## src/rtl/lrutc_pkg.sv

```systemverilog
`default_nettype none
// ----------------------------------------------------------------------------
// lrutc_pkg
// Shared types and codes for the LRU translation cache.
// ----------------------------------------------------------------------------
package lrutc_pkg;

    localparam int VA_W  = 32;
    localparam int PID_W = 22;
    localparam int MA_W  = 32;

    localparam logic OP_LOOKUP = 1'b0;
    localparam logic OP_INSERT = 1'b1;

    typedef struct packed {
        logic             op;
        logic [VA_W-1:0]  virt_addr;
        logic [PID_W-1:0] proc_id;
        logic [MA_W-1:0]  new_mach_addr;
    } lrutc_req_t;

    typedef struct packed {
        logic            hit;
        logic [MA_W-1:0] found_mach_addr;
    } lrutc_resp_t;

    // one stored translation
    typedef struct packed {
        logic [VA_W-1:0]  virt_addr;
        logic [PID_W-1:0] proc_id;
        logic [MA_W-1:0]  mach_addr;
    } lrutc_entry_t;

endpackage : lrutc_pkg
`default_nettype wire

```

## src/rtl/lrutc_store.sv

```systemverilog
`default_nettype none
// ----------------------------------------------------------------------------
// lrutc_store
// Entry and rank memories: one registered read port, one write port each.
// ----------------------------------------------------------------------------
module lrutc_store
    import lrutc_pkg::*;
#(
    parameter int CACHE_ENTRIES = 32
) (
    input  wire logic                              aclk,
    input  wire logic [$clog2(CACHE_ENTRIES)-1:0]   rd_addr,
    output      lrutc_entry_t                      rd_entry,
    output      logic [2*$clog2(CACHE_ENTRIES)-1:0] rd_rank,
    input  wire logic                              entry_we,
    input  wire logic [$clog2(CACHE_ENTRIES)-1:0]   entry_waddr,
    input  wire lrutc_entry_t                      entry_wdata,
    input  wire logic                              rank_we,
    input  wire logic [$clog2(CACHE_ENTRIES)-1:0]   rank_waddr,
    input  wire logic [2*$clog2(CACHE_ENTRIES)-1:0] rank_wdata
);

    localparam int IDX_W = $clog2(CACHE_ENTRIES);

    lrutc_entry_t           entry_mem [CACHE_ENTRIES];
    logic [2*IDX_W-1:0]     rank_mem  [CACHE_ENTRIES];
    lrutc_entry_t           rd_entry_reg;
    logic [2*IDX_W-1:0]     rd_rank_reg;

    always_ff @(posedge aclk) begin
        if (entry_we) begin
            entry_mem[entry_waddr] <= entry_wdata;
        end
        rd_entry_reg <= entry_mem[rd_addr];
    end

    always_ff @(posedge aclk) begin
        if (rank_we) begin
            rank_mem[rank_waddr] <= rank_wdata;
        end
        rd_rank_reg <= rank_mem[rd_addr];
    end

    assign rd_entry = rd_entry_reg;
    assign rd_rank  = rd_rank_reg;

endmodule : lrutc_store
`default_nettype wire

```

## src/rtl/lru_translation_cache_unit.sv

```systemverilog
`default_nettype none
// ----------------------------------------------------------------------------
// lru_translation_cache_unit
// Fully associative translation cache with exact LRU ranks, scanned one
// entry per cycle by a small sequencer.
// ----------------------------------------------------------------------------
//  channel   ports                       direction  contents
//  request   s_valid / s_ready / s_data  in         op, virt_addr, proc_id,
//                                                   new_mach_addr
//  response  m_valid / m_ready / m_data  out        hit, found_mach_addr
//
// one pass over the entry and rank memories reads one entry per cycle
// through the registered read port
// lookup: one pass on a miss; on a hit a second pass updates ranks
// insert: a rank-update pass, then the entry write; when full an extra
// pass first finds the lru victim. s_ready is high only while idle; a held
// response does not block the next request, only the load of the following
// response. reset clears valid bits and occupancy, memories are not cleared
// ----------------------------------------------------------------------------
module lru_translation_cache_unit
    import lrutc_pkg::*;
#(
    parameter int CACHE_ENTRIES = 32
) (
    input  wire logic        aclk,
    input  wire logic        aresetn,
    input  wire logic        s_valid,
    output      logic        s_ready,
    input  wire lrutc_req_t  s_data,
    output      logic        m_valid,
    input  wire logic        m_ready,
    output      lrutc_resp_t m_data
);

    localparam int IDX_W = $clog2(CACHE_ENTRIES);
    localparam int CNT_W = $clog2(CACHE_ENTRIES + 1);
    localparam logic [IDX_W-1:0] LAST_IDX = IDX_W'(CACHE_ENTRIES - 1);
    localparam logic [CNT_W-1:0] FULL_CNT = CNT_W'(CACHE_ENTRIES);

    localparam logic [2:0] ST_IDLE     = 3'd0;
    localparam logic [2:0] ST_LK_SCAN  = 3'd1;
    localparam logic [2:0] ST_LK_UPD   = 3'd2;
    localparam logic [2:0] ST_VIC_SCAN = 3'd3;
    localparam logic [2:0] ST_INS_UPD  = 3'd4;
    localparam logic [2:0] ST_INS_WR   = 3'd5;
    localparam logic [2:0] ST_RESP     = 3'd6;

    logic [2:0]         state_reg, state_next;
    lrutc_req_t         req_reg, req_next;
    logic [CNT_W-1:0]   issue_reg, issue_next;
    logic               pv_reg, pv_next;
    logic [IDX_W-1:0]   pidx_reg, pidx_next;
    logic               found_reg, found_next;
    logic [IDX_W-1:0]   best_idx_reg, best_idx_next;
    logic [IDX_W-1:0]   best_rr_reg, best_rr_next;
    logic [IDX_W-1:0]   best_ir_reg, best_ir_next;
    logic [MA_W-1:0]    mach_reg, mach_next;
    logic [CNT_W-1:0]   occ_reg, occ_next;
    logic [CACHE_ENTRIES-1:0] valid_reg;
    logic               set_valid;
    logic               m_valid_reg, m_valid_next;
    lrutc_resp_t        m_data_reg, m_data_next;

    logic [IDX_W-1:0]   rd_addr;
    lrutc_entry_t       rd_entry;
    logic [2*IDX_W-1:0] rd_rank;
    logic [IDX_W-1:0]   rd_rr, rd_ir;
    logic               entry_we;
    lrutc_entry_t       entry_wdata;
    logic               rank_we;
    logic [IDX_W-1:0]   rank_waddr;
    logic [IDX_W-1:0]   wr_rr, wr_ir;

    logic               scanning, scan_last, cur_valid, key_match, full;
    logic [IDX_W-1:0]   rr_aged;

    assign rd_rr     = rd_rank[2*IDX_W-1:IDX_W];
    assign rd_ir     = rd_rank[IDX_W-1:0];
    assign scanning  = (state_reg == ST_LK_SCAN) || (state_reg == ST_LK_UPD) ||
                       (state_reg == ST_VIC_SCAN) || (state_reg == ST_INS_UPD);
    assign scan_last = pv_reg && (pidx_reg == LAST_IDX);
    assign cur_valid = valid_reg[pidx_reg];
    assign key_match = (rd_entry.virt_addr == req_reg.virt_addr) &&
                       (rd_entry.proc_id == req_reg.proc_id);
    assign full      = (occ_reg == FULL_CNT);
    assign rd_addr   = (issue_reg < FULL_CNT) ? issue_reg[IDX_W-1:0] : '0;
    assign rr_aged   = (full && (rd_rr > best_rr_reg)) ? rd_rr - 1'b1 : rd_rr;

    assign entry_wdata.virt_addr = req_reg.virt_addr;
    assign entry_wdata.proc_id   = req_reg.proc_id;
    assign entry_wdata.mach_addr = req_reg.new_mach_addr;

    lrutc_store #(
        .CACHE_ENTRIES (CACHE_ENTRIES)
    ) u_store (
        .aclk        (aclk),
        .rd_addr     (rd_addr),
        .rd_entry    (rd_entry),
        .rd_rank     (rd_rank),
        .entry_we    (entry_we),
        .entry_waddr (best_idx_reg),
        .entry_wdata (entry_wdata),
        .rank_we     (rank_we),
        .rank_waddr  (rank_waddr),
        .rank_wdata  ({wr_rr, wr_ir})
    );

    always_comb begin
        state_next    = state_reg;
        req_next      = req_reg;
        issue_next    = issue_reg;
        pv_next       = pv_reg;
        pidx_next     = pidx_reg;
        found_next    = found_reg;
        best_idx_next = best_idx_reg;
        best_rr_next  = best_rr_reg;
        best_ir_next  = best_ir_reg;
        mach_next     = mach_reg;
        occ_next      = occ_reg;
        set_valid     = 1'b0;
        entry_we      = 1'b0;
        rank_we       = 1'b0;
        rank_waddr    = pidx_reg;
        wr_rr         = rd_rr;
        wr_ir         = rd_ir;
        m_valid_next  = m_valid_reg;
        m_data_next   = m_data_reg;

        if (m_valid_reg && m_ready) begin
            m_valid_next = 1'b0;
        end

        // read issue for the one-entry-per-cycle scan
        if (scanning) begin
            if (issue_reg < FULL_CNT) begin
                issue_next = issue_reg + 1'b1;
                pv_next    = 1'b1;
                pidx_next  = issue_reg[IDX_W-1:0];
            end else begin
                pv_next = 1'b0;
            end
        end

        unique case (state_reg)
            ST_IDLE: begin
                if (s_valid) begin
                    req_next   = s_data;
                    issue_next = '0;
                    pv_next    = 1'b0;
                    found_next = 1'b0;
                    if (s_data.op == OP_LOOKUP) begin
                        state_next = ST_LK_SCAN;
                    end else if (occ_reg == FULL_CNT) begin
                        state_next = ST_VIC_SCAN;
                    end else begin
                        state_next = ST_INS_UPD;
                    end
                end
            end
            ST_LK_SCAN: begin
                // earliest inserted match wins
                if (pv_reg && cur_valid && key_match &&
                    (!found_reg || (rd_ir < best_ir_reg))) begin
                    found_next    = 1'b1;
                    best_idx_next = pidx_reg;
                    best_rr_next  = rd_rr;
                    best_ir_next  = rd_ir;
                    mach_next     = rd_entry.mach_addr;
                end
                if (scan_last) begin
                    issue_next = '0;
                    pv_next    = 1'b0;
                    state_next = found_next ? ST_LK_UPD : ST_RESP;
                end
            end
            ST_LK_UPD: begin
                if (pv_reg && cur_valid) begin
                    rank_we = 1'b1;
                    if (pidx_reg == best_idx_reg) begin
                        wr_rr = '0;
                    end else if (rd_rr < best_rr_reg) begin
                        wr_rr = rd_rr + 1'b1;
                    end
                end
                if (scan_last) begin
                    state_next = ST_RESP;
                end
            end
            ST_VIC_SCAN: begin
                if (pv_reg && cur_valid && (!found_reg || (rd_rr > best_rr_reg))) begin
                    found_next    = 1'b1;
                    best_idx_next = pidx_reg;
                    best_rr_next  = rd_rr;
                    best_ir_next  = rd_ir;
                end
                if (scan_last) begin
                    issue_next = '0;
                    pv_next    = 1'b0;
                    state_next = ST_INS_UPD;
                end
            end
            ST_INS_UPD: begin
                if (pv_reg) begin
                    if (cur_valid && !(full && (pidx_reg == best_idx_reg))) begin
                        // close the victim's gap, then age by one
                        rank_we = 1'b1;
                        wr_rr   = rr_aged + 1'b1;
                        if (full && (rd_ir > best_ir_reg)) begin
                            wr_ir = rd_ir - 1'b1;
                        end
                    end
                    // free slot: first invalid entry
                    if (!full && !cur_valid && !found_reg) begin
                        found_next    = 1'b1;
                        best_idx_next = pidx_reg;
                    end
                end
                if (scan_last) begin
                    state_next = ST_INS_WR;
                end
            end
            ST_INS_WR: begin
                entry_we   = 1'b1;
                rank_we    = 1'b1;
                rank_waddr = best_idx_reg;
                wr_rr      = '0;
                set_valid  = 1'b1;
                if (full) begin
                    wr_ir = LAST_IDX;
                end else begin
                    wr_ir    = occ_reg[IDX_W-1:0];
                    occ_next = occ_reg + 1'b1;
                end
                state_next = ST_RESP;
            end
            ST_RESP: begin
                if (!m_valid_reg || m_ready) begin
                    m_valid_next = 1'b1;
                    if (req_reg.op == OP_INSERT) begin
                        m_data_next.hit             = 1'b1;
                        m_data_next.found_mach_addr = '0;
                    end else begin
                        m_data_next.hit             = found_reg;
                        m_data_next.found_mach_addr = found_reg ? mach_reg : '0;
                    end
                    state_next = ST_IDLE;
                end
            end
            default: begin
                state_next = ST_IDLE;
            end
        endcase
    end

    always_ff @(posedge aclk) begin
        if (!aresetn) begin
            state_reg   <= ST_IDLE;
            issue_reg   <= '0;
            pv_reg      <= 1'b0;
            found_reg   <= 1'b0;
            occ_reg     <= '0;
            valid_reg   <= '0;
            m_valid_reg <= 1'b0;
        end else begin
            state_reg   <= state_next;
            issue_reg   <= issue_next;
            pv_reg      <= pv_next;
            found_reg   <= found_next;
            occ_reg     <= occ_next;
            m_valid_reg <= m_valid_next;
            if (set_valid) begin
                valid_reg[best_idx_reg] <= 1'b1;
            end
        end
    end

    always_ff @(posedge aclk) begin
        req_reg      <= req_next;
        pidx_reg     <= pidx_next;
        best_idx_reg <= best_idx_next;
        best_rr_reg  <= best_rr_next;
        best_ir_reg  <= best_ir_next;
        mach_reg     <= mach_next;
        m_data_reg   <= m_data_next;
    end

    assign s_ready = (state_reg == ST_IDLE);
    assign m_valid = m_valid_reg;
    assign m_data  = m_data_reg;

endmodule : lru_translation_cache_unit
`default_nettype wire
```

## config.mk

```make
export PLATFORM = sky130hd
export DESIGN_NAME = lru_translation_cache_unit
export DESIGN_NICKNAME = d
export VERILOG_FILES = /design/src/rtl/lrutc_pkg.sv /design/src/rtl/lrutc_store.sv /design/src/rtl/lru_translation_cache_unit.sv
export SDC_FILE = /design/constraint.sdc
export NUM_CORES = 2
export LEC_CHECK = 0
export BUFFER_PORTS_ARGS = -buffer_cell sky130_fd_sc_hd__buf_2
export CAP_MARGIN = 5
export CORE_MARGIN = 2
export CORE_UTILIZATION = 56
export CTS_CLUSTER_DIAMETER = 50
export DETAILED_ROUTE_END_ITERATION = 6
export GPL_ROUTABILITY_DRIVEN = 0
export PLACE_DENSITY_LB_ADDON = 0.1
export SYNTH_ARGS = -nofsm -noshare
export SYNTH_HDL_FRONTEND = slang
export SYNTH_HIERARCHICAL = 1
export SYNTH_SLANG_ARGS = --single-unit
```

## constraint.sdc

```tcl
create_clock -name aclk -period 5.5 [get_ports aclk]
set_clock_uncertainty 0.05 [all_clocks]
set_input_delay 0.55 -clock aclk [delete_from_list [all_inputs] [get_ports aclk]]
set_output_delay 0.55 -clock aclk [all_outputs]
set_load 0.05 [all_outputs]
```

==> flow_summary.yaml <==
setup_path:
  critical_path_class: "reg -> reg"
  worst_path_largest_cell_delay_ns: 1.13
  worst_path_most_repeated_cell: "buf_4"
  cp_num_buf_inv: 3
  crit_path_end_kind: "register"
  crit_family: "simple AND/OR/NAND/NOR gates"
  path_cells: "buf_4, xor2_1, nor4_1, nand4_1, nor4_1, buf_4, nand4_1, a21o_1, mux2_2, nor2_1, buf_4"
  worstPathRequired_ns: 6.08
  crit_fanout: 33
  crit_arrival_ns: 5.76
  start_kind: "register"
  crit_slowest_cell: "nor4_1"
sta:
  hold_viol: 0
  setup_viol: 0
  drv_slew: 0
  rsz0062_at_grt: "no"
  period_minus_slack_ns: 5.18
  min_period_over_period_pct: 94.1
  worst_slew_pin_slew_ns: 1.31
  maxSlewHeadroom_pct: 12.1
  max_freq_ghz: 0.193
synthesis:
  syn_inst: 6396
  synth.top_cell.area_share_pct: 75.9
  ys_seq_elements: 3390
  synth_top_flop_cell: "edfxtp_1"
  synthTopCellsByCount: "edfxtp_1, mux2i_1, a22oi_1"
  synth-edff-count: 3244
  synth_area_um2: 128000
  synthArstFlopShare_pct: 0
  yosysMostFrequentCell: "edfxtp_1"
  yosysSeqAreaShare_pct: 78.1
  yosysWarnings: 6
  yosysTopAreaCell: "edfxtp_1"
  syn_nets: 6505
  synth_cell_types: 71
  synth_area_leaders: "edfxtp_1, mux4_2, mux2i_1"
  syn_avg_cell_area_um2: 20.1
routing:
  avgViaCountPerCell: 6.51
  ant_nets: 0
  first_pass_iters: 5
  wl_per_cell_um: 32.9
  drt_iter0_drc: 8154
  routed_wl_um: 336000
  drc: 0
  via_count: 66350
cts:
  cts_root_buffer: "clkbuf_16"
  htreeDepth: 5
  cts_setup_buffers: 0
  cts_tree: "built"
  cts_buffers: 372
  clk_pin_slew_ns: 0.06
  clk_latency_ns: 0.98
  cts.sinks: 3390
  clockBufferDepth: 4
final_layout:
  nFillCells: 15336
  drive_gt1_share_pct: 19.1
  top_register: "u_store/entry_mem"
  reg_top3: "u_store/entry_mem (2752), u_store/rank_mem (320)"
  largest_reg_flops: 2752
  final_cell_area_um2: 147000
  final_core_util_pct: 64.5
  layout.nets: 6989
  syn_to_final_growth_pct: 14.4
  multi_input_comb_area_um2: 26700
  ff_latch_area_um2: 100000
global_route:
  overflow: 0
  antenna_found_initial: 11
  grt_max_degree: 121
  track_usage_pct: 28.9
  grt_pass1_wl_um: 478000
  first_global_vias: 64512
die:
  die_h_um: 483
  core_um2: 228000
  start_util_pct: 56.4
  fp-row-count: 175
  die_x_um: 483
  dieArea_um2: 233000
  ios: 126
power:
  power_leakage_nw: 45.1
  p_per_area_nw_per_um2: 395
  max-vdd-ir-drop_uv: 314
min_path:
  min_path_type: "in -> reg"
placed_design:
  io_buffer_count: 125
  placed_area_um2: 134000
  hpwl_um: 188000
flow_run:
  drv_cap: 0
run_status:
  outcome: "complete, no violations"
-- area by class of cell --
cell class	count	area share, %
well taps	3009	2.56
clock inverters	192	1.33
flip-flops and latches	3390	68.3
clock buffers	473	6.76
inverters	21	0.0536
multi-input cells	2641	18.2
repair buffers	454	2.84
diodes	6	0.0102
-- per-layer routing --
layer  share of wire (%)  vias up  track usage [%]
met5              0.0039        -                0
met4                 2.4        2             7.19
met3                 8.6      495             4.27
met2                  47     3384             44.2
met1                  42    35074             44.4
li1                    -    27395                -
-- cell usage in the layout, fill, tap and decap left out, drive strengths merged, types with 55 or more instances in the layout --
cell / instances
nor2: 123
nand2: 63
nand4: 58
xor2: 55
a31oi: 58
clkinv: 123
a22oi: 513
dfxtp: 146
mux2i: 780
nand3: 210
dlygate4sd3: 87
buf: 367
clkbuf: 473
mux4: 388
edfxtp: 3244
-- worst reg2reg max path: cells and delay by family, from the launching register on --
kind | cells | cell delay (ns)
multiplexers | 1 | 0.26
XOR/XNOR | 1 | 0.27
AND/OR/NAND/NOR | 5 | 2.91
flip-flops | 1 | 0.32
AO/OA/AOI/OAI | 1 | 0.23
buffers and inverters | 3 | 0.81
-- final timing paths --
check | from | to | slack (ns) | cells past startpoint
min | m_ready | m_valid | 0.12 | 4
max | entry_wdata[80] | best_rr_reg[1] | 0.32 | 11
max reg2reg | entry_wdata[80] | best_rr_reg[1] | 0.32 | 11
min reg2reg | u_store/rd_entry[22] | mach_reg[22] | 0.35 | 0
-- through the flow --
step | setup slack, ns | instances | hold slack [ns] | power, W | setup TNS (ns)
3_3_place_gp | 0.426 | 9428 | 0.336 | 0.0342 | 0
2_1_floorplan | -0.647 | 6396 | 0.336 | 0.0326 | -1004.28
3_5_place_dp | 0.406 | 9428 | 0.339 | 0.0343 | 0
4_1_cts | 0.371 | 10180 | 0.0710 | 0.0584 | 0
5_1_grt | 0.395 | 10183 | 0.115 | 0.0597 | 0
6_report | 0.324 | 10186 | 0.121 | 0.0580 | 0
-- kinds of logic (layout without fill, tap and decap cells) --
logic type	Yosys count	in the layout	share of synthesized area (%)
compound gates	748	748	4.26
xor+xnor	71	71	0.484
fa+ha+maj	18	18	0.175
buf+inv	365	1140	1.46
flops	3390	3390	78.1
mux	1170	1170	12.9
other cells	0	6	0
simple gates	634	634	2.58
-- what timing repair did --
action / in CTS / in global routing
endpoints found under the hold margin: 89 / 0
hold buffers: 87 / 0
resized for setup: 0 / 0
endpoints found under the setup margin: 0 / 0
-- report_power, final --
part           internal (W)  switching, W
logic               0.00145       0.00264
clock network        0.0143       0.00986
registers            0.0292      0.000524
total                0.0450        0.0130
No activity file was read; power rests on OpenSTA's default activity.
